$ cat src/sv/ptts_pkg.sv
// ----------------------------------------------------------------------------
// ptts_pkg: shared types and codes of the periodic task tick scheduler.
// Holds the operation codes, result kinds, register indexes, sequencer
// states and the per-slot task record that travels along the chain.
// ----------------------------------------------------------------------------
package ptts_pkg;

    typedef enum logic [2:0] {
        OP_TICK     = 3'd0,
        OP_ADD      = 3'd1,
        OP_REMOVE   = 3'd2,
        OP_SET_ACT  = 3'd3,
        OP_SET_RATE = 3'd4,
        OP_SET_USER = 3'd5,
        OP_QUERY    = 3'd6,
        OP_BAD      = 3'd7
    } op_t;

    typedef enum logic [1:0] {
        KIND_FIRE   = 2'd0,
        KIND_STATUS = 2'd1,
        KIND_QUERY  = 2'd2
    } kind_t;

    typedef enum logic [1:0] {
        ST_IDLE,
        ST_WALK,
        ST_DONE
    } state_t;

    // Register indexes of the configuration port.
    localparam logic CFG_ENABLED      = 1'b0;
    localparam logic CFG_FIRST_HANDLE = 1'b1;

    // Handle given to the first added task until the register is written.
    localparam logic [15:0] FIRST_HANDLE_RESET = 16'd1;

    typedef struct packed {
        logic [15:0] handle;
        logic [31:0] period;
        logic [31:0] accum;
        logic        active;
        logic [31:0] user;
    } task_rec_t;

endpackage

$ cat src/sv/ptts_cell.sv
// ----------------------------------------------------------------------------
// ptts_cell: one slot of the task ring.
// Holds one task record and loads the record handed over by its neighbor
// whenever the ring rotates or a removal shifts it.
// ----------------------------------------------------------------------------
module ptts_cell (
    input  logic                  clk,
    input  logic                  load,
    input  ptts_pkg::task_rec_t   rec_in,
    output ptts_pkg::task_rec_t   rec_out
);
    import ptts_pkg::*;

    task_rec_t rec_reg;

    always_ff @(posedge clk)
    begin
        if (load)
        begin
            rec_reg <= rec_in;
        end
    end

    assign rec_out = rec_reg;

endmodule

$ cat src/sv/periodic_task_tick_scheduler_core.sv
// ----------------------------------------------------------------------------
// periodic_task_tick_scheduler_core: periodic task table with tick firing.
// Each request walks the task table: the task records sit in a ring of
// MAX_TASKS cells, a request rotates the ring once, looking at each record
// as it passes the head cell, and a closing step (ST_DONE) follows. busy
// is high in ST_WALK and ST_DONE, so a new request can be accepted only
// once busy is low again.
// Every result is strobed by result_valid for exactly one cycle and the
// receiver cannot stall it. Fire results trail the walk by one firing task,
// so that the final one can carry last; the final result of any request
// that gives one is on the ports in the cycle right after the closing
// step, which is the first cycle in which busy is low again.
// ----------------------------------------------------------------------------
module periodic_task_tick_scheduler_core #(
    parameter int MAX_TASKS = 16
) (
    input  logic        clk,
    input  logic        rst_n,
    input  logic        start,
    output logic        busy,
    input  logic [2:0]  op,
    input  logic [15:0] handle,
    input  logic [31:0] amount,
    input  logic        flag,
    input  logic signed [31:0] user_data,
    input  logic        cfg_we,
    input  logic        cfg_index,
    input  logic [15:0] cfg_data,
    output logic        result_valid,
    output logic [1:0]  kind,
    output logic [15:0] task_handle,
    output logic [31:0] count,
    output logic [31:0] period,
    output logic signed [31:0] user_value,
    output logic        is_active,
    output logic        ok,
    output logic        last
);
    import ptts_pkg::*;

    localparam int CW = $clog2(MAX_TASKS + 1);
    localparam logic [CW-1:0] LAST_STEP  = CW'(MAX_TASKS - 1);
    localparam logic [CW-1:0] FULL_COUNT = CW'(MAX_TASKS);

    // Request fields latched at acceptance.
    op_t         op_reg;
    logic [15:0] hdl_reg;
    logic [31:0] amt_reg;
    logic        flag_reg;
    logic [31:0] ud_reg;

    logic          enabled_reg, enabled_next;
    logic [15:0]   next_handle_reg, next_handle_next;
    logic [CW-1:0] count_reg, count_next;

    state_t        state_reg, state_next;
    logic [CW-1:0] step_reg, step_next;
    logic          found_reg, found_next;
    logic [CW-1:0] hit_pos_reg, hit_pos_next;     // slot of the matching task
    task_rec_t     found_rec_reg, found_rec_next; // its record, for a query

    // Fire result held back by one firing task.
    logic        pend_reg, pend_next;
    logic [15:0] pend_handle_reg, pend_handle_next;
    logic [31:0] pend_cnt_reg, pend_cnt_next;
    logic [31:0] pend_user_reg, pend_user_next;

    // Output registers.
    logic        rv_reg, rv_next;
    logic [1:0]  kind_reg, kind_next;
    logic [15:0] th_reg, th_next;
    logic [31:0] cnt_reg, cnt_next;
    logic [31:0] per_reg, per_next;
    logic [31:0] uv_reg, uv_next;
    logic        act_reg, act_next;
    logic        ok_reg, ok_next;
    logic        last_reg, last_next;

    // Ring: cell i loads from cell i+1; the last cell loads the processed head.
    task_rec_t  ring_q [MAX_TASKS];
    task_rec_t  ring_d [MAX_TASKS];
    task_rec_t  head, head_new;
    logic [MAX_TASKS-1:0] cell_load;
    logic       walk_load;
    logic       compact;

    genvar g;
    generate
        for (g = 0; g < MAX_TASKS; g++)
        begin : g_cell
            if (g == MAX_TASKS - 1)
            begin : g_tail
                assign ring_d[g] = head_new;
            end
            else
            begin : g_mid
                assign ring_d[g] = ring_q[g+1];
            end
            // After the walk the ring is back in place. A removal then shifts
            // every cell from the removed slot upward down by one; the tail
            // cell picks up a stale record, but it lies past the new count.
            assign cell_load[g] = walk_load || (compact && (CW'(g) >= hit_pos_reg));
            ptts_cell u_cell (
                .clk    (clk),
                .load   (cell_load[g]),
                .rec_in (ring_d[g]),
                .rec_out(ring_q[g])
            );
        end
    endgenerate

    assign head = ring_q[0];

    // At walk step s the record of slot s is at the head; it is live while
    // s is below the task count. The first live match wins, so after a
    // handle wrap the lowest slot with a duplicate handle is the one used.
    logic        live;
    logic [31:0] acc_sum;
    logic        hit;

    always_comb
    begin
        live    = (step_reg < count_reg);
        acc_sum = head.accum + amt_reg;
        hit     = live && (head.handle == hdl_reg) && !found_reg;

        head_new = head;
        state_next = state_reg;
        step_next = step_reg;
        found_next = found_reg;
        hit_pos_next = hit_pos_reg;
        found_rec_next = found_rec_reg;
        count_next = count_reg;
        next_handle_next = next_handle_reg;
        enabled_next = enabled_reg;
        pend_next = pend_reg;
        pend_handle_next = pend_handle_reg;
        pend_cnt_next = pend_cnt_reg;
        pend_user_next = pend_user_reg;
        rv_next = 1'b0;
        kind_next = KIND_STATUS;
        th_next = '0;
        cnt_next = '0;
        per_next = '0;
        uv_next = '0;
        act_next = 1'b0;
        ok_next = 1'b0;
        last_next = 1'b0;
        walk_load = 1'b0;
        compact = 1'b0;

        case (state_reg)
            ST_IDLE:
            begin
                if (start)
                begin
                    step_next = '0;
                    found_next = 1'b0;
                    state_next = ST_WALK;
                end
            end
            ST_WALK:
            begin
                walk_load = 1'b1;
                if (live)
                begin
                    if (op_reg == OP_TICK && enabled_reg && head.active)
                    begin
                        head_new.accum = acc_sum;
                        if (acc_sum >= head.period)
                        begin
                            // The period is taken off once; a zero period
                            // fires on every tick and leaves the sum alone.
                            head_new.accum = acc_sum - head.period;
                            pend_next = 1'b1;
                            pend_handle_next = head.handle;
                            pend_cnt_next = acc_sum;
                            pend_user_next = head.user;
                            if (pend_reg)
                            begin
                                // Another fire follows, so the held one is
                                // not the last.
                                rv_next   = 1'b1;
                                kind_next = KIND_FIRE;
                                th_next   = pend_handle_reg;
                                cnt_next  = pend_cnt_reg;
                                uv_next   = pend_user_reg;
                                ok_next   = 1'b1;
                            end
                        end
                    end
                    if (hit)
                    begin
                        found_next = 1'b1;
                        hit_pos_next = step_reg;
                        found_rec_next = head;
                        case (op_reg)
                            OP_SET_ACT:  head_new.active = flag_reg;
                            OP_SET_RATE: head_new.period = amt_reg;
                            OP_SET_USER: head_new.user   = ud_reg;
                            default:     ;
                        endcase
                    end
                end
                else if (step_reg == count_reg && op_reg == OP_ADD
                         && count_reg < FULL_COUNT)
                begin
                    // The first free slot takes the new, inactive task.
                    head_new.handle = next_handle_reg;
                    head_new.period = amt_reg;
                    head_new.accum  = '0;
                    head_new.active = 1'b0;
                    head_new.user   = ud_reg;
                end
                if (step_reg == LAST_STEP)
                begin
                    state_next = ST_DONE;
                end
                else
                begin
                    step_next = step_reg + CW'(1);
                end
            end
            ST_DONE:
            begin
                state_next = ST_IDLE;
                pend_next = 1'b0;
                compact = (op_reg == OP_REMOVE) && found_reg;
                case (op_reg)
                    OP_TICK:
                    begin
                        // A tick with no firing task gives no result at all.
                        if (pend_reg)
                        begin
                            rv_next   = 1'b1;
                            last_next = 1'b1;
                            kind_next = KIND_FIRE;
                            th_next   = pend_handle_reg;
                            cnt_next  = pend_cnt_reg;
                            uv_next   = pend_user_reg;
                            ok_next   = 1'b1;
                        end
                    end
                    OP_ADD:
                    begin
                        rv_next = 1'b1;
                        last_next = 1'b1;
                        if (count_reg < FULL_COUNT)
                        begin
                            th_next = next_handle_reg;
                            ok_next = 1'b1;
                            next_handle_next = next_handle_reg + 16'd1;
                            count_next = count_reg + CW'(1);
                        end
                    end
                    OP_BAD:
                    begin
                        rv_next = 1'b1;
                        last_next = 1'b1;
                    end
                    OP_QUERY:
                    begin
                        rv_next = 1'b1;
                        last_next = 1'b1;
                        kind_next = KIND_QUERY;
                        th_next = hdl_reg;
                        ok_next = found_reg;
                        if (found_reg)
                        begin
                            cnt_next = found_rec_reg.accum;
                            per_next = found_rec_reg.period;
                            uv_next  = found_rec_reg.user;
                            act_next = found_rec_reg.active;
                        end
                    end
                    default:
                    begin
                        rv_next = 1'b1;
                        last_next = 1'b1;
                        th_next = hdl_reg;
                        ok_next = found_reg;
                        if (op_reg == OP_REMOVE && found_reg)
                        begin
                            count_next = count_reg - CW'(1);
                        end
                    end
                endcase
            end
            default: state_next = ST_IDLE;
        endcase

        // Register writes take effect at once; a handle write also restarts
        // the handle sequence.
        if (cfg_we)
        begin
            if (cfg_index == CFG_ENABLED)
            begin
                enabled_next = cfg_data[0];
            end
            else
            begin
                next_handle_next = cfg_data;
            end
        end
    end

    always_ff @(posedge clk or negedge rst_n)
    begin
        if (!rst_n)
        begin
            state_reg <= ST_IDLE;
            enabled_reg <= 1'b0;
            next_handle_reg <= FIRST_HANDLE_RESET;
            count_reg <= '0;
            step_reg <= '0;
            found_reg <= 1'b0;
            pend_reg <= 1'b0;
            rv_reg <= 1'b0;
        end
        else
        begin
            state_reg <= state_next;
            enabled_reg <= enabled_next;
            next_handle_reg <= next_handle_next;
            count_reg <= count_next;
            step_reg <= step_next;
            found_reg <= found_next;
            pend_reg <= pend_next;
            rv_reg <= rv_next;
        end
    end

    always_ff @(posedge clk)
    begin
        if (state_reg == ST_IDLE && start)
        begin
            op_reg <= op_t'(op);
            hdl_reg <= handle;
            amt_reg <= amount;
            flag_reg <= flag;
            ud_reg <= user_data;
        end
        hit_pos_reg <= hit_pos_next;
        found_rec_reg <= found_rec_next;
        pend_handle_reg <= pend_handle_next;
        pend_cnt_reg <= pend_cnt_next;
        pend_user_reg <= pend_user_next;
        kind_reg <= kind_next;
        th_reg <= th_next;
        cnt_reg <= cnt_next;
        per_reg <= per_next;
        uv_reg <= uv_next;
        act_reg <= act_next;
        ok_reg <= ok_next;
        last_reg <= last_next;
    end

    assign busy = (state_reg != ST_IDLE);

    assign result_valid = rv_reg;
    assign kind = kind_reg;
    assign task_handle = th_reg;
    assign count = cnt_reg;
    assign period = per_reg;
    assign user_value = uv_reg;
    assign is_active = act_reg;
    assign ok = ok_reg;
    assign last = last_reg;

endmodule

$ cat config.mk
export PLATFORM = sky130hd
export DESIGN_NAME = periodic_task_tick_scheduler_core
export DESIGN_NICKNAME = d
export VERILOG_FILES = /design/src/sv/ptts_pkg.sv /design/src/sv/ptts_cell.sv /design/src/sv/periodic_task_tick_scheduler_core.sv
export SDC_FILE = /design/constraint.sdc
export NUM_CORES = 2
export LEC_CHECK = 0
export ABC_AREA = 1
export BUFFER_PORTS_ARGS = -buffer_cell sky130_fd_sc_hd__clkbuf_2
export CAP_MARGIN = 10
export CORE_MARGIN = 2
export CORE_UTILIZATION = 40
export CTS_CLUSTER_SIZE = 30
export DETAILED_ROUTE_END_ITERATION = 12
export PLACE_DENSITY_LB_ADDON = 0.12
export SYNTH_ARGS = -nofsm -noshare
export SYNTH_HDL_FRONTEND = slang
export SYNTH_HIERARCHICAL = 1
export SYNTH_SLANG_ARGS = --single-unit
$ cat constraint.sdc
create_clock -name clk -period 14.1 [get_ports clk]
set_clock_uncertainty 0.2 [all_clocks]
set_input_delay 0.705 -clock clk [delete_from_list [all_inputs] [get_ports clk]]
set_output_delay 0.705 -clock clk [all_outputs]
set_load 0.01 [all_outputs]
==> results.toml <==
[outcome]
status = "completed"

[yosys]
seq_area_frac_synth_pct = 84.8
synth_top_cell_area_share_pct = 80.8
yosys_warnings = 6
synth_xor_area_share_pct = 0.704
synthSimpleGateAreaFrac_pct = 7.63
synth_top_family_by_area = "simple AND/OR/NAND/NOR gates"
synth_edf_count = 2074
synth_nets = 4870
syn-mean-instance-area_um2 = 16.5
async_reset_ff_share_pct = 1.44
muxShareOfSynthArea_pct = 0
synth_compound_area_share_pct = 2.48
synthCells = 4682
synth_area_um2 = 77100
synthTopCellsByArea = "edfxtp_1, nand2_1, dfxtp_1"
yosys.area_share.adder_pct = 1.38
yosysTopAreaCell = "edfxtp_1"
synth_cell_type_count = 45
synth_flop_cell = "edfxtp_1"
synth_seq_cells = 2223

[critical_path]
arrival_ns = 6.61
r2r_end = "task_handle[5]$_DFF_P_"
r2r-start = "g_cell[0].u_cell/rec_out[39]$_DFFE_PP_"
worst-r2r-cell-count = 22
start_kind = "flop"
critPathRequiredTime_ns = 14.63
path_max_fanout = 41
end_kind = "flop"
reg2reg_slack_ns = 8.02
crit_type = "flop to flop"

[layout]
layout-drive-gt1-share_pct = 12.0
final_cell_mix = "edfxtp_1, nand2_1, inv_1"
final_cells = 7916
final_common_cell = "edfxtp_1"
finalCoreUtilization_pct = 46.8
areaGrowthSynthToFinish_pct = 16.6
fill_cells = 16600
largest_reg_flops = 1808
design_area_um2 = 89900
final_nets = 5378

[drt]
routed_wl_um = 195000
antenna_left = 0
drc = 0
via_per_inst = 4.89
drtIter0Drc = 3687
first_pass_iters = 5
wire_per_inst_um = 24.7
vias = 38700

[sta]
slew_headroom_pct = 26.6
setup_viol = 0
tightest_slew_ns = 1.10
finalCritPeriodShare_pct = 43.1
min_period_ns = 6.08
hold_ws_ns = 0.192
tns_ns = 0
drv_slew = 0
rsz0062_at_grt = "false"
clock.fmax_mhz = 164
timing.final.ws_setup_ns = 8.02
finalHoldViolCount = 0

[grt]
gr-total-overflow = 0
track_usage_pct = 19.8
antenna_found_initial = 9
grt_pass1_vias = 38700
grt_use_met1_pct = 26.9
grt_max_degree = 106
grt_pass1_wl_um = 277000
grt_use_met3_pct = 2.71
busiest_layer = "met2"
grt_use_met2_pct = 33.4

[pwr]
irDropWorstVdd_mv = 0.202
p_per_area_nw_per_um2 = 235
finalPower_mw = 21.1
p_leak_nw = 32.9

[cts]
htree_levels = 4
post_cts_resize_count = 0
cts_tree = "built"
clk-insertion-delay-late_ns = 0.86
cts.sinks = 2223
cts_made_buffers = 221
cts.path.max_buffers = 3
root_buffer = "clkbuf_16"
postCtsSetupBuffers = 0
clk_pin_slew_ns = 0.06

[placed_design]
numPortBuffers = 223
place_congestion = 0.942
post-place-cells = 7389
dp_hpwl_um = 125000
post-place-ws_ns = 8.01
placed_area_um2 = 81700

[floorplan]
top_level_ports = 224
die_area_um2 = 196000
die_w_um = 443
fp.dieH_um = 443
start_util_pct = 40.2
std_cell_rows = 161
coreArea_um2 = 192000

[hold_path]
hp-class = "flop to flop"
hold_end = "g_cell[2].u_cell/rec_out[17]$_DFFE_PP_"
hold_path_depth = 0
hp-start = "g_cell[3].u_cell/rec_out[17]$_DFFE_PP_"

[flow_run]
maxCapViolCount = 0
[cell usage after synthesis, types with 16 or more instances]
| cell | number |
|---|---|
| nor3_1 | 17 |
| clkbuf_1 | 75 |
| ha_1 | 80 |
| inv_1 | 487 |
| nor2_1 | 171 |
| nand3_1 | 230 |
| buf_4 | 16 |
| nand3b_1 | 40 |
| nand2_1 | 922 |
| a32o_1 | 64 |
| edfxtp_1 | 2074 |
| o21ai_0 | 40 |
| dfrtp_1 | 31 |
| dfxtp_1 | 117 |
| a21oi_1 | 159 |
| xor2_1 | 51 |
[cell type report]
type | count | area (um2) | area share (%)
tap | 2526 | 3160 | 3.51
antenna | 3 | 7.51 | 0.00835
clock buffer | 300 | 6040 | 6.71
multi-input combinational | 1865 | 9610 | 10.7
timing repair buffer | 388 | 2680 | 2.98
sequential | 2223 | 65400 | 72.8
clock inverter | 120 | 1140 | 1.27
inverter | 491 | 1860 | 2.07
[power breakdown]
part | internal (mW) | switching (mW)
clock | 3.26 | 2.50
combinational | 0.775 | 3.32
sequential | 10.6 | 0.651
[per-layer routing]
metal	vias up	wire, um
met4	0	4760
met2	956	96000
met5	-	0
met1	19700	86500
met3	248	7880
li1	17700	-
[worst max-delay path by stage]
stage	start	end	slack, ns
after floorplan	state_reg[0]$_DFFE_PN0P_	g_cell[2].u_cell/rec_out[0]$_DFFE_PP_	0.50
after global placement	g_cell[0].u_cell/rec_out[39]$_DFFE_PP_	task_handle[8]$_DFF_P_	7.89
after detailed placement	g_cell[0].u_cell/rec_out[39]$_DFFE_PP_	task_handle[8]$_DFF_P_	8.01
after CTS	g_cell[0].u_cell/rec_out[39]$_DFFE_PP_	task_handle[8]$_DFF_P_	7.95
after global routing	g_cell[0].u_cell/rec_out[39]$_DFFE_PP_	user_value[3]$_DFF_P_	7.67
final	g_cell[0].u_cell/rec_out[39]$_DFFE_PP_	task_handle[5]$_DFF_P_	8.02
[what timing repair did]
action                                  in CTS  in global routing
hold buffers                               104                  0
endpoints found under the hold margin      133                  0
endpoints found under the setup margin       0                  0
[cell families (layout without fill, tap and decap cells)]
group           Yosys count  after routing
compound gates          304            304
xor+xnor                 62             62
fa+ha+maj                83             83
buf+inv                 594           1299
flops                  2223           2223
other cells               0              3
simple gates           1416           1416
[worst max-delay path, stage by stage, from the launching register on]
cell and delay [ns]:
edfxtp_1 0.44, ha_1 0.43, nand2_1 0.16, nor2_1 0.19, nand2_1 0.07, nand2_1 0.11
nand2_1 0.10, nand2_1 0.23, nand2_1 0.23, nand3b_1 0.16, nand2_1 0.19, ha_1 0.46
nand2_1 0.18, nor3_2 0.28, and2_1 0.18, nand2_1 0.07, nand2_2 0.27, nand2_2 0.29
nor2_4 0.16, buf_4 0.50, buf_4 0.50, nand3_1 0.14, a21oi_1 0.34
Power figures use the tool's default switching activity.
